## config.mk

```make
export PLATFORM = sky130hd
export DESIGN_NAME = length_prefixed_frame_deframer_core
export DESIGN_NICKNAME = d
export VERILOG_FILES = /design/src/design/lpfd_pkg.sv /design/src/design/lpfd_parser.sv /design/src/design/length_prefixed_frame_deframer_core.sv
export SDC_FILE = /design/constraint.sdc
export NUM_CORES = 1
export LEC_CHECK = 0
export ABC_CLOCK_PERIOD_IN_PS = 9300
export BUFFER_PORTS_ARGS = -buffer_cell sky130_fd_sc_hd__buf_2
export CORE_MARGIN = 1.5
export CORE_UTILIZATION = 45
export DETAILED_ROUTE_END_ITERATION = 7
export SLEW_MARGIN = 40
export SYNTH_ARGS = -nofsm -noshare
export SYNTH_HDL_FRONTEND = slang
export SYNTH_SLANG_ARGS = --single-unit
```

## constraint.sdc

```tcl
create_clock -name clk -period 9.3 [get_ports clk]
set_input_delay 0.465 -clock clk [delete_from_list [all_inputs] [get_ports clk]]
set_output_delay 0.465 -clock clk [all_outputs]
set_load 0.02 [all_outputs]
```

## src/design/lpfd_pkg.sv

```systemverilog
// shared constants and types for the length-prefixed frame deframer
package lpfd_pkg;

  localparam int HEADER_BYTES = 10;
  localparam int LEN_BYTES    = 4;
  localparam int TYPE_BYTES   = 2;
  localparam int CNT_W        = 4;

  localparam logic [CNT_W-1:0] TYPE_START = CNT_W'(LEN_BYTES);
  localparam logic [CNT_W-1:0] ID_START   = CNT_W'(LEN_BYTES + TYPE_BYTES);
  localparam logic [CNT_W-1:0] HDR_LAST   = CNT_W'(HEADER_BYTES - 1);

  typedef struct packed {
    logic        valid;
    logic [7:0]  payload_byte;
    logic [15:0] frame_type;
    logic [31:0] frame_id;
    logic        empty_frame;
    logic        last;
  } result_t;

endpackage

```

## src/design/lpfd_parser.sv

```systemverilog
// frame header capture and payload tracking, one byte per step
module lpfd_parser import lpfd_pkg::*; (
  input  logic          clk,
  input  logic          rst,
  input  logic          step,
  input  logic [31:0]   session,
  input  logic [7:0]    stream_byte,
  input  logic [31:0]   own_session,
  output result_t       result
);

  logic [CNT_W-1:0] header_count, header_count_next;
  logic             in_payload, in_payload_next;
  logic [31:0]      length_word, length_word_next;
  logic [15:0]      type_word, type_word_next;
  logic [31:0]      id_word, id_word_next;
  logic [30:0]      bytes_left, bytes_left_next;
  logic             match;
  logic             fin;

  assign match = (session == own_session);
  assign fin   = (bytes_left <= 31'd1);

  always_comb begin
    header_count_next = header_count;
    in_payload_next   = in_payload;
    length_word_next  = length_word;
    type_word_next    = type_word;
    id_word_next      = id_word;
    bytes_left_next   = bytes_left;
    result            = '0;
    if (match) begin
      if (in_payload) begin
        result.valid        = 1'b1;
        result.payload_byte = stream_byte;
        result.frame_type   = type_word;
        result.frame_id     = id_word;
        result.last         = fin;
        if (fin) begin
          bytes_left_next   = '0;
          in_payload_next   = 1'b0;
          header_count_next = '0;
        end else begin
          bytes_left_next = bytes_left - 31'd1;
        end
      end else begin
        // big-endian capture: length, then type, then id
        if (header_count < TYPE_START) begin
          length_word_next = {length_word[23:0], stream_byte};
        end else if (header_count < ID_START) begin
          type_word_next = {type_word[7:0], stream_byte};
        end else begin
          id_word_next = {id_word[23:0], stream_byte};
        end
        header_count_next = header_count + CNT_W'(1);
        if (header_count == HDR_LAST) begin
          header_count_next = '0;
          if (length_word[31] || length_word == 32'd0) begin
            // an empty frame, or a length with bit 31 set, gives one marker result
            result.valid       = 1'b1;
            result.frame_type  = type_word_next;
            result.frame_id    = id_word_next;
            result.empty_frame = 1'b1;
            result.last        = 1'b1;
          end else begin
            bytes_left_next = length_word[30:0];
            in_payload_next = 1'b1;
          end
        end
      end
    end
  end

  always_ff @(posedge clk) begin
    if (rst) begin
      header_count <= '0;
      in_payload   <= 1'b0;
      length_word  <= '0;
      type_word    <= '0;
      id_word      <= '0;
      bytes_left   <= '0;
    end else if (step) begin
      header_count <= header_count_next;
      in_payload   <= in_payload_next;
      length_word  <= length_word_next;
      type_word    <= type_word_next;
      id_word      <= id_word_next;
      bytes_left   <= bytes_left_next;
    end
  end

endmodule

```

## src/design/length_prefixed_frame_deframer_core.sv

```systemverilog
// top level of the length-prefixed frame deframer
// a request taken into the input register passes through the parser into the result register
// throughput: one byte per cycle while out_stall is low, set by the single-stage parser
// an output held by stall backs up through the input register to in_stall
// reset (rst, synchronous, active high) clears the valids, the frame state
// and own_session to zero
module length_prefixed_frame_deframer_core import lpfd_pkg::*; (
  input  logic        clk,
  input  logic        rst,
  // configuration
  input  logic        cfg_write,
  input  logic [31:0] cfg_data,
  // input channel
  input  logic        in_valid,
  output logic        in_stall,
  input  logic signed [31:0] session,
  input  logic [7:0]  stream_byte,
  // output channel
  output logic        out_valid,
  input  logic        out_stall,
  output logic [7:0]  payload_byte,
  output logic [15:0] frame_type,
  output logic [31:0] frame_id,
  output logic        empty_frame,
  output logic        last
);

  logic [31:0] own_session;

  // input register
  logic        s1_valid;
  logic [31:0] s1_session;
  logic [7:0]  s1_byte;

  // result register
  result_t     res;
  result_t     res_reg;

  logic        out_free;
  logic        step;

  // result register can load when empty or being drained this cycle
  assign out_free = !res_reg.valid || !out_stall;
  // the held request moves through the parser whenever the result side is free
  assign step     = s1_valid && out_free;
  assign in_stall = s1_valid && !out_free;

  always_ff @(posedge clk) begin
    if (rst) begin
      own_session <= '0;
    end else if (cfg_write) begin
      own_session <= cfg_data;
    end
  end

  always_ff @(posedge clk) begin
    if (rst) begin
      s1_valid <= 1'b0;
    end else if (!in_stall) begin
      s1_valid <= in_valid;
    end
  end

  // payload of the input register, no reset needed
  always_ff @(posedge clk) begin
    if (!in_stall && in_valid) begin
      s1_session <= session;
      s1_byte    <= stream_byte;
    end
  end

  lpfd_parser u_parser (
    .clk         (clk),
    .rst         (rst),
    .step        (step),
    .session     (s1_session),
    .stream_byte (s1_byte),
    .own_session (own_session),
    .result      (res)
  );

  // result register: valid is reset, the fields load only when the parser
  // produced a result
  always_ff @(posedge clk) begin
    if (rst) begin
      res_reg.valid <= 1'b0;
    end else if (out_free) begin
      res_reg.valid <= step && res.valid;
    end
    if (out_free && step && res.valid) begin
      res_reg.payload_byte <= res.payload_byte;
      res_reg.frame_type   <= res.frame_type;
      res_reg.frame_id     <= res.frame_id;
      res_reg.empty_frame  <= res.empty_frame;
      res_reg.last         <= res.last;
    end
  end

  assign out_valid    = res_reg.valid;
  assign payload_byte = res_reg.payload_byte;
  assign frame_type   = res_reg.frame_type;
  assign frame_id     = res_reg.frame_id;
  assign empty_frame  = res_reg.empty_frame;
  assign last         = res_reg.last;

endmodule
```

; ---- Word level (Yosys, flattened, before mapping)
; Index checks and enable logic that the tools add are counted.
[word_totals]
register_bits = 248
latch_bits = 0
ramBits = 0
romBits = 0
input_bits = 77
out_inout_bits = 60
wordCells = 74
mem_count = 0
[classes]
add_sub_neg = 2
multipliers = 0
div = 0
order_cmp = 3
eq_ne = 4
shifts = 0
muxes = 25
n_bitwise = 3
reduce_logical = 21
[ops]
columns = op, count
row1 = 31-bit 2-to-1 mux, 4
row2 = 50-bit 2-to-1 mux, 2
row3 = 32-bit 2-to-1 mux, 2
row4 = 59-bit 2-to-1 mux, 1
row5 = 48-bit 2-to-1 mux, 1
row6 = 32-bit == test, 1
row7 = 32-bit zero test, 1
row8 = 16-bit 2-to-1 mux, 2
row9 = 31-bit by 1-bit <= comparator with 1-bit output (second input constant), 1
row10 = 31-bit by 1-bit subtractor with 31-bit output (second input constant), 1
row11 = 4-bit 2-to-1 mux, 3
row12 = 1-bit 2-to-1 mux, 9
row13 = 4-bit by 3-bit < comparator with 1-bit output (second input constant), 2
row14 = 8-bit 2-to-1 mux, 1
row15 = 4-bit AND reduction, 2
row16 = 1-bit logical AND, 6
row17 = 3-bit AND reduction, 2
row18 = 4-bit by 1-bit adder with 4-bit output (second input constant), 1
row19 = 4-bit == test (second input constant), 1
row20 = 1-bit zero test, 4
row21 = 2-bit AND reduction, 2
row22 = 1-bit inverter, 3
row23 = 3-bit OR reduction, 1
row24 = 1-bit logical OR, 2
row25 = 3 further kinds, 3

; ---- Logic depth before layout (Yosys ltp)
; Gate-level depths: netlist of the first run.
[logic_depth]
depth_word = 8
ltp_mapped = 9

; ---- Modules after synthesis
; From an unflattened synthesis of the first run, not the netlist that was laid out.
[unflattened]
cells_unflattened = 923
area_unflattened_um2 = 10395.0
[modules_own_cells]
columns = mod, n_inst, cells_per_inst, area_per_inst_um2, seq_area_each_um2
row1 = lpfd_parser, 1, 709, 6195.9, 2322.2
row2 = length_prefixed_frame_deframer_core, 1, 214, 4199.0, 3623.5

; ---- Least setup slack after synthesis of the first run
; No wires, ideal clock.
[synth_timing]
kind = reg-to-reg
from = register s1_session[28]
to = register, netlist name empty_frame
setup_ns = 0.474
arrival_time_ns = 4.160
required_time_ns = 8.826
slack_ns = 4.666
stages_incl_launch_ff = 7
n_path_buf = 1
period_less_slack_ns = 4.634
path_cell_list = edfxtp_1 -> xor2_1 -> nor4_1 -> nand4_1 -> or3_1 -> clkbuf_1 -> nor2_1
[synth_between]
elab_chain_cells = 3
[synth_lines]
columns = element, line_no
row1 = start: declaration, length_prefixed_frame_deframer_core.sv:32  ; logic [31:0] s1_session;
row2 = start signal: assignment, length_prefixed_frame_deframer_core.sv:67  ; s1_session <= session;
row3 = 32-bit == test, lpfd_parser.sv:21  ; assign match = (session == own_session);
row4 = 59-bit 2-to-1 mux, lpfd_parser.sv:32  ; if (match) begin
row5 = 1-bit logical AND, length_prefixed_frame_deframer_core.sv:90  ; if (out_free && step && res.valid) begin
; Every way passes these cells.
; A chain may end at the register's enable or synchronous reset.

; ---- Worst setup path in the final report of the first run
[layout_timing]
from = register s1_session[6]
to = register, netlist name frame_type[5]
[layout_between]
elab_chain_cells = 3
[layout_lines]
columns = element, line_no
row1 = 32-bit == test, lpfd_parser.sv:21
row2 = 59-bit 2-to-1 mux, lpfd_parser.sv:32
row3 = 1-bit logical AND, length_prefixed_frame_deframer_core.sv:90
; Every way passes these cells.

==> summary.log, run 1 <==
[outcome] result of the run finished, final reports clean
[die] Chip Width 154.2 um
[die] area of the core region 22570 um^2
[sta] post-layout minimum cycle time 3465 ps
[clock_network] CTS Hold Buffers Added 0
[synth] post-synthesis instance area 10290 um^2
[sta] portion of the clock cycle consumed by the worst path in the final layout 37.26%
[sta] max-slew headroom at the worst pin 50.78%
[sta] setup repair after global routing missed its margin false
[synth] Netlist cell types 63
[synth] Syn Nets 998
[detailed_routing] via count normalized by instance count 5.418
[synth] Mapped Cells 917
[sta] count of endpoints failing hold in the final timing report 0
[detailed_routing] mean routed wirelength per cell 17.42 um
[die] total I/O pin count 137
[place] worst slack at placement 5838 ps
[detailed_routing] DRC viols 0
[setup_path] Reg2Reg Depth 6
[sta] worst slack on hold paths 109.3 ps
[die] Starting Density 45.60%
[clock_network] cells resized by post-CTS repair 0
[global_routing] number of antenna violations at the first check in global routing 1
[setup_path] Req. time, crit path 9460 ps
[sta] total of endpoints with negative setup slack in the final report 0
[global_routing] met2 track utilization from global routing 32.75%
[power] IR Drop Worst-Case VDD 0.0001318 V
[sta] Worst Tran Pin Value 731.6 ps
[synth] share of async-settable or async-resettable flops after synthesis 0%
[sta] slack of the critical path 5835 ps
[global_routing] global-route track usage on met3 2.410%
[place] Port-buffer cells 136
[die] total number of placement rows 55
[place] weighted congestion reported at the end of routability-driven placement 0.8096
[place] placement-stage cell area 11260 um^2
[global_routing] busiest grt layer met2
[setup_path] startpoint class of the critical path flip-flop
[synth] top_reg_cell synth sky130_fd_sc_hd__dfxtp_1
[power] Total Power 2256 uW
[clock_network] root buffer cell sky130_fd_sc_hd__clkbuf_16
[die] die footprint 23790 um^2
[clock_network] deepest clock path buffer count 3
[setup_path] CP Class reg2reg
[global_routing] met1 routing resource usage after global routing 27.04%
[clock_network] CTS tree yes
[finish] share of final-layout standard cells stronger than drive strength 1 19.81%
[detailed_routing] drt total wl 23.44 mm
[hold_path] worst hold-check path type in2reg
[global_routing] global-route wire length before repair 37.68 mm
[detailed_routing] Starting DRT DRC Count 409
[power] leakage 0.005156 uW
[clock_network] cts bufs inserted 26
[synth] average footprint of a synthesized cell 11.23 um^2
[sta] Worst Clk Skew 19.76 ps
[clock_network] number of H-tree branching levels 1
[finish] design area 12110 um^2
[synth] number of storage elements in the synthesis netlist 248
[finish] growth of design area from synthesis to finish 17.69%
[global_routing] total global routing overflow 0
[synth] number of synthesized flops with an enable pin 98
[clock_network] clock sink count 248
[global_routing] vias in the first global route 7136
[detailed_routing] via count 7293
[sta] maximum frequency from static timing analysis 288.6 MHz
[detailed_routing] First-pass DRT Iterations 5
[finish] post-layout net count 1121
[clock_network] Post-CTS Setup Repair Bufs 0
[run] Max-Cap Viols 0
[die] die extent in y 154.2 um
[setup_path] CP max FO 52
[clock_network] source-to-sink clock delay at the later pin of the worst-skew pair 530 ps
[global_routing] pin count of the biggest net entering global routing 86
[detailed_routing] Routed Antenna Nets 0
[hold_path] count of cells along the worst hold path 1
[synth] Warnings, synthesis 0
[clock_network] clock edge transition at the registers on the reported setup and hold paths 60 ps
[setup_path] crit path capture type flip-flop
[sta] total negative setup slack 0 ps
[sta] final count of pins violating max slew 0
[place] detailed placement HPWL 15.24 mm
[power] power density relative to cell area 186.2 nW/um^2
[synth] portion of the post-synthesis area used by sequential elements 57.76%
[global_routing] global-route total usage across every layer 19.64%
[setup_path] Data arrival, critical path 3620 ps
[critical path, cell delays in order, from the launching register on]
cell                       delay (ps)
sky130_fd_sc_hd__edfxtp_1         380
sky130_fd_sc_hd__xor2_1           150
sky130_fd_sc_hd__nor4_1           410
sky130_fd_sc_hd__nand4_1          540
sky130_fd_sc_hd__or3_1            750
sky130_fd_sc_hd__nor2_4           290
sky130_fd_sc_hd__buf_4            550
[layout by cell type, fill, tap and decap left out, types with 3 or more instances in the layout]
cell type / Yosys / layout
sky130_fd_sc_hd__o21ai_0: 27 / 27
sky130_fd_sc_hd__ha_1: 4 / 4
sky130_fd_sc_hd__o31a_1: 4 / 4
sky130_fd_sc_hd__nand2_1: 67 / 67
sky130_fd_sc_hd__dfxtp_1: 150 / 150
sky130_fd_sc_hd__a221oi_1: 7 / 7
sky130_fd_sc_hd__or3_1: 6 / 6
sky130_fd_sc_hd__clkbuf_8: 0 / 5
sky130_fd_sc_hd__o21ai_1: 4 / 4
sky130_fd_sc_hd__o22ai_1: 4 / 4
sky130_fd_sc_hd__clkbuf_1: 33 / 7
sky130_fd_sc_hd__or4_1: 4 / 4
sky130_fd_sc_hd__clkbuf_16: 0 / 26
sky130_fd_sc_hd__mux2i_1: 112 / 112
sky130_fd_sc_hd__nor4b_1: 4 / 4
sky130_fd_sc_hd__buf_6: 1 / 3
sky130_fd_sc_hd__xor2_1: 34 / 34
sky130_fd_sc_hd__clkinv_1: 1 / 4
sky130_fd_sc_hd__clkinv_2: 0 / 4
sky130_fd_sc_hd__buf_2: 10 / 134
sky130_fd_sc_hd__a211oi_1: 5 / 5
sky130_fd_sc_hd__nand3_1: 9 / 9
sky130_fd_sc_hd__edfxtp_1: 98 / 98
sky130_fd_sc_hd__o32ai_1: 11 / 11
sky130_fd_sc_hd__nor4_1: 27 / 27
sky130_fd_sc_hd__nand4_1: 8 / 8
sky130_fd_sc_hd__inv_1: 14 / 14
sky130_fd_sc_hd__a22o_1: 34 / 34
sky130_fd_sc_hd__and2_1: 25 / 25
sky130_fd_sc_hd__nor2_1: 106 / 104
sky130_fd_sc_hd__nor3_1: 17 / 16
sky130_fd_sc_hd__nor2b_1: 9 / 8
sky130_fd_sc_hd__buf_4: 5 / 14
sky130_fd_sc_hd__a21oi_1: 30 / 30
sky130_fd_sc_hd__nor4_4: 2 / 3
[cell type report]
class / count / area [um^2]
antenna: 1 / 2.502
clock buffer: 38 / 745.7
clock inverter: 10 / 106.4
fill: 1989 / 10460
inverter: 15 / 57.56
multi-input combinational: 598 / 4090
sequential: 248 / 5946
tap: 285 / 356.6
timing repair buffer: 151 / 809.5
[cells by family (layout without fill, tap and decap cells)]
family / after synthesis / count (layout) / synth area share (%)
buffers and inverters: 71 / 214 / 3.075
multiplexers: 112 / 112 / 10.89
adder cells (fa/ha/maj): 4 / 4 / 0.4862
AND/OR/NAND/NOR: 301 / 301 / 14.57
AO/OA/AOI/OAI: 145 / 145 / 10.15
XOR/XNOR: 36 / 36 / 3.063
other: 0 / 1 / 0
flip-flops: 248 / 248 / 57.76
[registers in the layout (all words and copies together), names as in the netlist]
signal and flops:
frame_id 32, own_session 32, s1_session 32, u_parser.id_word 32, u_parser.length_word 32, u_parser.bytes_left 31
frame_type 16, u_parser.type_word 16, payload_byte 8, s1_byte 8, u_parser.header_count 4, empty_frame 1
last 1, out_valid 1, s1_valid 1, u_parser.in_payload 1
[path summary, 6_finish.rpt]
check / endpoint / startpoint / slack (ps)
min reg2reg: u_parser.id_word[29] / u_parser.id_word[29] / 450
min: s1_session[26] / session[26] / 110
max: frame_type[5] / s1_session[6] / 5840
max reg2reg: frame_type[5] / s1_session[6] / 5840
[where the power goes]
part / internal, uW / switching [uW]
Sequential: 1150 / 18.6
Clock: 610 / 408
Combinational: 31.4 / 38.4
Total: 1790 / 465
[stage by stage]
step,instances,util [%]
CTS,1345,53.66
global route,1346,53.67
detailed placement,1297,49.88
finish,1346,53.67
floorplan,917,-
global placement,1295,49.72
[per-layer routing]
layer | vias to the layer above | wire, um
met5 | - | 0
met4 | 0 | 507
met3 | 36 | 933
met2 | 176 | 11050
met1 | 3487 | 10950
li1 | 3594 | -
[synthesized netlist by cell type (all sizes together), types with 4 or more instances]
| cell type | count | area, um^2 |
|---|---|---|
| o32ai | 11 | 96.34 |
| o22ai | 4 | 25.02 |
| a22o | 34 | 297.8 |
| or4 | 7 | 61.31 |
| o21ai | 31 | 155.2 |
| buf | 21 | 117.6 |
| xor2 | 34 | 297.8 |
| or3 | 7 | 45.05 |
| nor2 | 106 | 397.9 |
| nand3 | 9 | 45.04 |
| edfxtp | 98 | 2943 |
| nor3 | 18 | 95.09 |
| nand4 | 8 | 50.05 |
| dfxtp | 150 | 3003 |
| mux2i | 112 | 1121 |
| a221oi | 7 | 61.31 |
| a211oi | 5 | 37.54 |
| inv | 14 | 52.55 |
| nor4 | 30 | 224.0 |
| nor2b | 9 | 56.30 |
| nor4b | 4 | 35.03 |
| and2 | 25 | 156.4 |
| clkbuf | 33 | 123.9 |
| ha | 4 | 50.05 |
| a21oi | 30 | 150.1 |
| nand2 | 67 | 251.5 |
| o31a | 4 | 35.03 |
No activity file was read; power rests on OpenSTA's default activity.
==> run 2: changes to the inputs <==
Settings changed: ABC_CLOCK_PERIOD_IN_PS 9300 to 3040, PLACE_DENSITY from default to 0.67.
Clock period 9.3 ns to 3.04 ns, I/O delays scaled along.
==> summary.log, run 2 (same netlist as run 1, synthesis figures left out) <==
[finish] most common cell after layout, fill and taps aside sky130_fd_sc_hd__dfxtp_1
[place] Port-buffer cells 136
[setup_path] CP max FO 21
[die] total number of placement rows 55
[detailed_routing] sum of routed wire segments on met1 10.98 mm
[clock_network] number of H-tree branching levels 1
[setup_path] Req. time, crit path 3470 ps
[global_routing] number of antenna violations at the first check in global routing 1
[clock_network] clock edge transition at the registers on the reported setup and hold paths 60 ps
[sta] maximum frequency from static timing analysis 360.6 MHz
[sta] final count of pins violating max slew 0
[finish] post-layout net count 1209
[clock_network] cells resized by post-CTS repair 0
[die] die footprint 23790 um^2
[sta] count of endpoints failing hold in the final timing report 0
[outcome] result of the run finished, final reports clean
[finish] design area 13030 um^2
[die] Starting Density 45.60%
[global_routing] global-route total usage across every layer 21.24%
[die] total I/O pin count 137
[hold_path] worst hold-check path type in2reg
[setup_path] startpoint class of the critical path flip-flop
[detailed_routing] mean routed wirelength per cell 17.59 um
[setup_path] Reg2Reg Setup Slack 270 ps
[clock_network] root buffer cell sky130_fd_sc_hd__clkbuf_16
[die] area of the core region 22570 um^2
[finish] non-filler cells, final 1435
[setup_path] Worst path max stage delay 750 ps
[detailed_routing] met3 routed WL 1.207 mm
[sta] Worst Tran Pin Value 715.4 ps
[sta] portion of the clock cycle consumed by the worst path in the final layout 91.22%
[detailed_routing] drt total wl 25.24 mm
[global_routing] global-route wire length before repair 40.68 mm
[finish] share of the core filled with cells in the final layout 57.74%
[place] placement-stage cell area 11360 um^2
[hold_path] Hold Path Origin out_stall
[clock_network] Post-CTS Setup Repair Bufs 0
[global_routing] total global routing overflow 0
[setup_path] Crit-path slowest cell sky130_fd_sc_hd__or4_2
[sta] total of endpoints with negative setup slack in the final report 0
[detailed_routing] DRC viols 0
[detailed_routing] Routed Antenna Nets 0
[finish] share of final-layout standard cells stronger than drive strength 1 19.23%
[hold_path] count of cells along the worst hold path 4
[die] die extent in y 154.2 um
[finish] fillcell total 1900
[setup_path] critical-path cell list or4_2, or4_4, nor4_4, buf_4, nor3_1, a22o_1, a32o_1
[detailed_routing] First-pass DRT Iterations 5
[global_routing] vias in the first global route 7802
[setup_path] Reg2Reg Depth 7
[detailed_routing] via count normalized by instance count 5.436
[detailed_routing] routed length on met2 12.30 mm
[place] worst slack at placement 305.6 ps
[power] power density relative to cell area 551.9 nW/um^2
[clock_network] clock sink count 248
[detailed_routing] Starting DRT DRC Count 440
[place] detailed placement HPWL 15.47 mm
[detailed_routing] uppermost routed layer met4
[run] Max-Cap Viols 0
[setup_path] worst reg2reg path endpoint u_parser.bytes_left[19]
[sta] slack of the critical path 267.0 ps
[sta] setup repair after global routing missed its margin false
[sta] max-slew headroom at the worst pin 52.31%
[detailed_routing] via count 7801
[sta] total negative setup slack 0 ps
[hold_path] endpoint with the worst hold slack out_valid
[finish] commonest non-fill, non-tap cells in the layout sky130_fd_sc_hd__dfxtp_1 (150), sky130_fd_sc_hd__buf_2 (134), sky130_fd_sc_hd__mux2i_1 (112), sky130_fd_sc_hd__nor2_1 (105), sky130_fd_sc_hd__edfxtp_1 (98)
[clock_network] source-to-sink clock delay at the later pin of the worst-skew pair 540 ps
[place] Cell Count Post-Placement 1308
[setup_path] Data arrival, critical path 3200 ps
[clock_network] CTS Hold Buffers Added 76
[place] weighted congestion reported at the end of routability-driven placement 0.8892
[power] IR Drop Worst-Case VDD 0.0006067 V
[die] Chip Width 154.2 um
[finish] growth of design area from synthesis to finish 26.61%
[power] leakage 0.005560 uW
[global_routing] pin count of the biggest net entering global routing 93
[setup_path] RR Startpoint u_parser.bytes_left[0]
[sta] post-layout minimum cycle time 2773 ps
[setup_path] CP Class reg2reg
[setup_path] crit path capture type flip-flop
[clock_network] cts bufs inserted 27
[sta] Worst Clk Skew 10.19 ps
[clock_network] CTS tree yes
[clock_network] deepest clock path buffer count 3
==> run 2: cell count changes in the layout (fill, tap and decap cells not counted), moves of 2 or more <==
| cell | delta |
|---|---|
| sky130_fd_sc_hd__dlygate4sd3_1 | +76 |
| sky130_fd_sc_hd__buf_12 | +3 |
| sky130_fd_sc_hd__buf_4 | +10 |
| sky130_fd_sc_hd__buf_6 | -2 |
==> run 2: layout make-up <==
class	instances	area (um^2)	share of cell area (%)
multi-input combinational	598	4081	31.32
clock buffer	37	753.2	5.780
tap	285	356.6	2.736
clock inverter	13	153.9	1.181
sequential	248	5946	45.62
inverter	15	56.30	0.4320
timing repair buffer	238	1683	12.91
antenna	1	2.502	0.01920
==> run 2: worst max-delay path, delay by kind of cell (launching register included) <==
kind                   cells  cell delay, ps
and+or+nand+nor            4            1620
AOI/OAI and AO/OA          2             410
DFF                        1             330
buffers and inverters      1             300
==> run 2: power by group <==
group	total [uW]	switching [uW]	internal, uW
Combinational	303	141	162
Sequential	3580	59.5	3520
Clock	3310	1320	1990
Total	7190	1520	5670
==> run 2: through the flow <==
stage	power (uW)	hold WS [ps]
floorplan	3756	250.9
global placement	3856	328.3
detailed placement	3863	330.1
CTS	7218	0.8608
global route	7407	32.80
finish	7192	8.173
==> run 2: layer usage <==
layer,up-vias,GRT usage [%]
met1,3739,26.85
met3,53,2.914
met4,0,7.952
met2,240,37.08
met5,-,0
li1,3769,-
==> run 2: worst max-delay path by stage <==
| stage | start | end | cells after the start |
|---|---|---|---|
| final | u_parser.bytes_left[0] | u_parser.bytes_left[19] | 7 |
| after global routing | u_parser.bytes_left[0] | u_parser.bytes_left[19] | 7 |
| after global placement | u_parser.bytes_left[0] | u_parser.bytes_left[21] | 7 |
| after floorplan | s1_session[28] | empty_frame | 6 |
| after CTS | u_parser.bytes_left[0] | u_parser.bytes_left[19] | 7 |
| after detailed placement | u_parser.bytes_left[0] | u_parser.bytes_left[19] | 7 |
==> run 3: changes to the inputs <==
Settings changed: ABC_AREA from default to 1.
==> summary.log, run 3 <==
[synth] Warnings, synthesis 0
[die] total I/O pin count 137
[synth] average footprint of a synthesized cell 7.495 um^2
[detailed_routing] drt total wl 32.13 mm
[finish] fillcell total 2399
[place] Port-buffer cells 136
[setup_path] cell type with the highest occurrence count on the critical path sky130_fd_sc_hd__nand2_1
[setup_path] crit path capture type flip-flop
[setup_path] CP Launch Point s1_session[10]
[die] total number of placement rows 59
[setup_path] RR Startpoint s1_session[10]
[place] Cell Count Post-Placement 2004
[hold_path] Hold Path Origin out_stall
[synth] share of async-settable or async-resettable flops after synthesis 0%
[synth] number of storage elements in the synthesis netlist 248
[clock_network] deepest clock path buffer count 3
[power] power density relative to cell area 496.1 nW/um^2
[power] fraction of power spent switching nets 22.22%
[synth] top_reg_cell synth sky130_fd_sc_hd__dfxtp_1
[setup_path] Crit-path slowest cell sky130_fd_sc_hd__edfxtp_1
[global_routing] total global routing overflow 0
[detailed_routing] First-pass DRT Iterations 5
[place] detailed placement HPWL 20.50 mm
[synth] post-synthesis instance area 11960 um^2
[outcome] result of the run finished, final reports clean
[hold_path] worst hold-check path type in2reg
[setup_path] cell class contributing the biggest share of worst-path delay simple AND/OR/NAND/NOR gates
[die] die footprint 27550 um^2
[synth] Mapped Cells 1595
[power] Reg power frac 49.6%
[synth] area share of the leading cell type in the synthesized netlist 25.12%
[sta] maximum frequency from static timing analysis 382.4 MHz
[power] total internal power 5622 uW
[detailed_routing] Starting DRT DRC Count 816
[power] Total Power 7228 uW
[finish] design area 14570 um^2
[sta] count of endpoints failing hold in the final timing report 0
[clock_network] CTS tree yes
[detailed_routing] mean routed wirelength per cell 15.08 um
[setup_path] startpoint class of the critical path flip-flop
[clock_network] Post-CTS Setup Repair Bufs 0
[global_routing] global-route total usage across every layer 22.88%
[synth] number of synthesized flops with an enable pin 98
[finish] growth of design area from synthesis to finish 21.87%
[finish] most common cell after layout, fill and taps aside sky130_fd_sc_hd__nand2_1
[setup_path] CP Buf/Inv Count 2
[synth] Netlist cell types 26
[power] net load switching power 1606 uW
[sta] post-layout minimum cycle time 2615 ps
[detailed_routing] Routed Antenna Nets 0
[sta] final count of pins violating max slew 0
[detailed_routing] via count normalized by instance count 5.182
[finish] combined area of the multi-input logic cells 5006 um^2
[synth] Syn Nets 1676
[die] die extent in y 166.0 um
[die] Chip Width 166.0 um
[sta] setup repair after global routing missed its margin false
[finish] non-filler cells, final 2131
[finish] flip-flop and latch area 5946 um^2
[sta] max-slew headroom at the worst pin 54.62%
[synth] portion of the post-synthesis area used by sequential elements 49.73%
[detailed_routing] DRC viols 0
[global_routing] pin count of the biggest net entering global routing 87
[sta] total negative setup slack 0 ps
[sta] portion of the clock cycle consumed by the worst path in the final layout 86.02%
[synth] cell taking the most area after synthesis sky130_fd_sc_hd__dfxtp_1
[detailed_routing] via count 11043
[finish] commonest non-fill, non-tap cells in the layout sky130_fd_sc_hd__nand2_1 (449), sky130_fd_sc_hd__nor2_1 (188), sky130_fd_sc_hd__inv_1 (158), sky130_fd_sc_hd__dfxtp_1 (150), sky130_fd_sc_hd__buf_2 (136)
[power] IR Drop Worst-Case VDD 0.0003713 V
[finish] post-layout net count 1856
[sta] Worst Tran Pin Value 680.7 ps
[sta] slack of the critical path 424.9 ps
[finish] share of final-layout standard cells stronger than drive strength 1 12.03%
[synth] biggest area contributors in the synthesized netlist sky130_fd_sc_hd__dfxtp_1 (25%), sky130_fd_sc_hd__edfxtp_1 (25%), sky130_fd_sc_hd__nand2_1 (14%)
[power] combinational cell fraction of total power 5.6%
[synth] leading cell type by number of instances after synthesis sky130_fd_sc_hd__nand2_1
[setup_path] CP Class reg2reg
[clock_network] source-to-sink clock delay at the later pin of the worst-skew pair 550 ps
[place] worst slack at placement 493.4 ps
[power] part of the total power dissipated in the clock network 44.9%
[die] Starting Density 45.88%
[power] leakage 0.006676 uW
[run] Max-Cap Viols 0
[global_routing] global-route wire length before repair 52.28 mm
[die] area of the core region 26060 um^2
[sta] Worst Clk Skew 26.47 ps
[clock_network] cts bufs inserted 26
[setup_path] Worst path max stage delay 390 ps
[global_routing] number of antenna violations at the first check in global routing 1
[global_routing] vias in the first global route 10385
[setup_path] CP max FO 38
[clock_network] number of H-tree branching levels 1
[setup_path] Data arrival, critical path 3000 ps
[place] placement-stage cell area 12910 um^2
[place] weighted congestion reported at the end of routability-driven placement 0.8622
[clock_network] clock sink count 248
[clock_network] clock edge transition at the registers on the reported setup and hold paths 60 ps
[clock_network] root buffer cell sky130_fd_sc_hd__clkbuf_16
[setup_path] critical-path cell list nand2_1, nand2_1, nor2_1, nand2_1, nor2_1, nand2_1, nor2_4, buf_4, nand3_1, buf_4, nand2_1, a21oi_1
[sta] total of endpoints with negative setup slack in the final report 0
[synth] top cells by count, synth sky130_fd_sc_hd__nand2_1 (449), sky130_fd_sc_hd__nor2_1 (189), sky130_fd_sc_hd__inv_1 (158)
[setup_path] Req. time, crit path 3420 ps
## run 3: cell count changes after synthesis, moves of 24 or more
cell | before | now
sky130_fd_sc_hd__nand2_1 | 67 | 449
sky130_fd_sc_hd__inv_1 | 14 | 158
sky130_fd_sc_hd__mux2i_1 | 112 | 0
sky130_fd_sc_hd__o21ai_0 | 27 | 117
sky130_fd_sc_hd__a21oi_1 | 30 | 115
sky130_fd_sc_hd__nor2_1 | 106 | 189
sky130_fd_sc_hd__nand3_1 | 9 | 61
sky130_fd_sc_hd__nand4_1 | 8 | 44
sky130_fd_sc_hd__a22o_1 | 34 | 0
sky130_fd_sc_hd__nand3b_1 | 1 | 32
sky130_fd_sc_hd__nor4_1 | 27 | 0
sky130_fd_sc_hd__o22ai_1 | 4 | 31
sky130_fd_sc_hd__and2_1 | 25 | 1
sky130_fd_sc_hd__clkbuf_1 | 33 | 57
## run 3: metal layers
metal / vias up / routed length (um) / track usage [%] / part of all wire, %
met5: - / 0 / 0 / 0
li1: 5523 / - / - / -
met1: 5109 / 14020 / 30.43 / 44
met4: 0 / 941 / 7.873 / 2.9
met2: 341 / 15490 / 38.42 / 48
met3: 70 / 1680 / 2.955 / 5.2
## run 3: final cells by class
class | count | area share [%]
inverters | 174 | 4.483
repair buffers | 238 | 11.46
multi-input cells | 1087 | 34.36
well taps | 335 | 2.877
flip-flops and latches | 248 | 40.81
clock buffers | 39 | 5.290
diodes | 1 | 0.01717
clock inverters | 9 | 0.7042
## run 3: path summary, 6_finish.rpt
check                              to  slack [ps]  depth (start not counted)
min reg2reg     u_parser.type_word[6]         460                          2
min                         out_valid          70                          3
max reg2reg  u_parser.length_word[22]         420                         12
max          u_parser.length_word[22]         420                         12
## run 3: cell families after synthesis
family / Yosys count / share of synthesized area [%]
flip-flops: 248 / 49.73
adder cells (fa/ha/maj): 4 / 0.4186
AO/OA/AOI/OAI: 264 / 11.38
XOR/XNOR: 32 / 2.344
AND/OR/NAND/NOR: 787 / 27.49
buffers and inverters: 260 / 8.634
## run 3: through the flow
stage / utilization [%] / hold slack, ps
after global placement: 49.54 / 329.4
after floorplan: - / 250.9
after detailed placement: 49.56 / 330.1
final: 55.91 / 66.82
after CTS: 55.90 / 91.57
after global routing: 55.91 / 103.2
## run 3: worst reg2reg max path, cell delays in order, from the launching register on
cell and delay [ps]:
sky130_fd_sc_hd__edfxtp_1 390, sky130_fd_sc_hd__nand2_1 90, sky130_fd_sc_hd__nand2_1 80, sky130_fd_sc_hd__nor2_1 130, sky130_fd_sc_hd__nand2_1 60, sky130_fd_sc_hd__nor2_1 230
sky130_fd_sc_hd__nand2_1 140, sky130_fd_sc_hd__nor2_4 190, sky130_fd_sc_hd__buf_4 380, sky130_fd_sc_hd__nand3_1 280, sky130_fd_sc_hd__buf_4 310, sky130_fd_sc_hd__nand2_1 100
sky130_fd_sc_hd__a21oi_1 60
## run 3: timing repair
| item | CTS | global route |
|---|---|---|
| hold buffers | 78 | 0 |
| resized for setup | 0 | 0 |
| hold endpoints to repair | 73 | 0 |
## run 3: power groups by stage
stage / Sequential [uW] / Clock (uW) / Combinational [uW]
final: 3580 / 3240 / 404
after global routing: 3590 / 3430 / 451
after CTS: 3580 / 3290 / 394
after detailed placement: 3650 / 0 / 313
after global placement: 3650 / 0 / 306
after floorplan: 3630 / 0 / 204
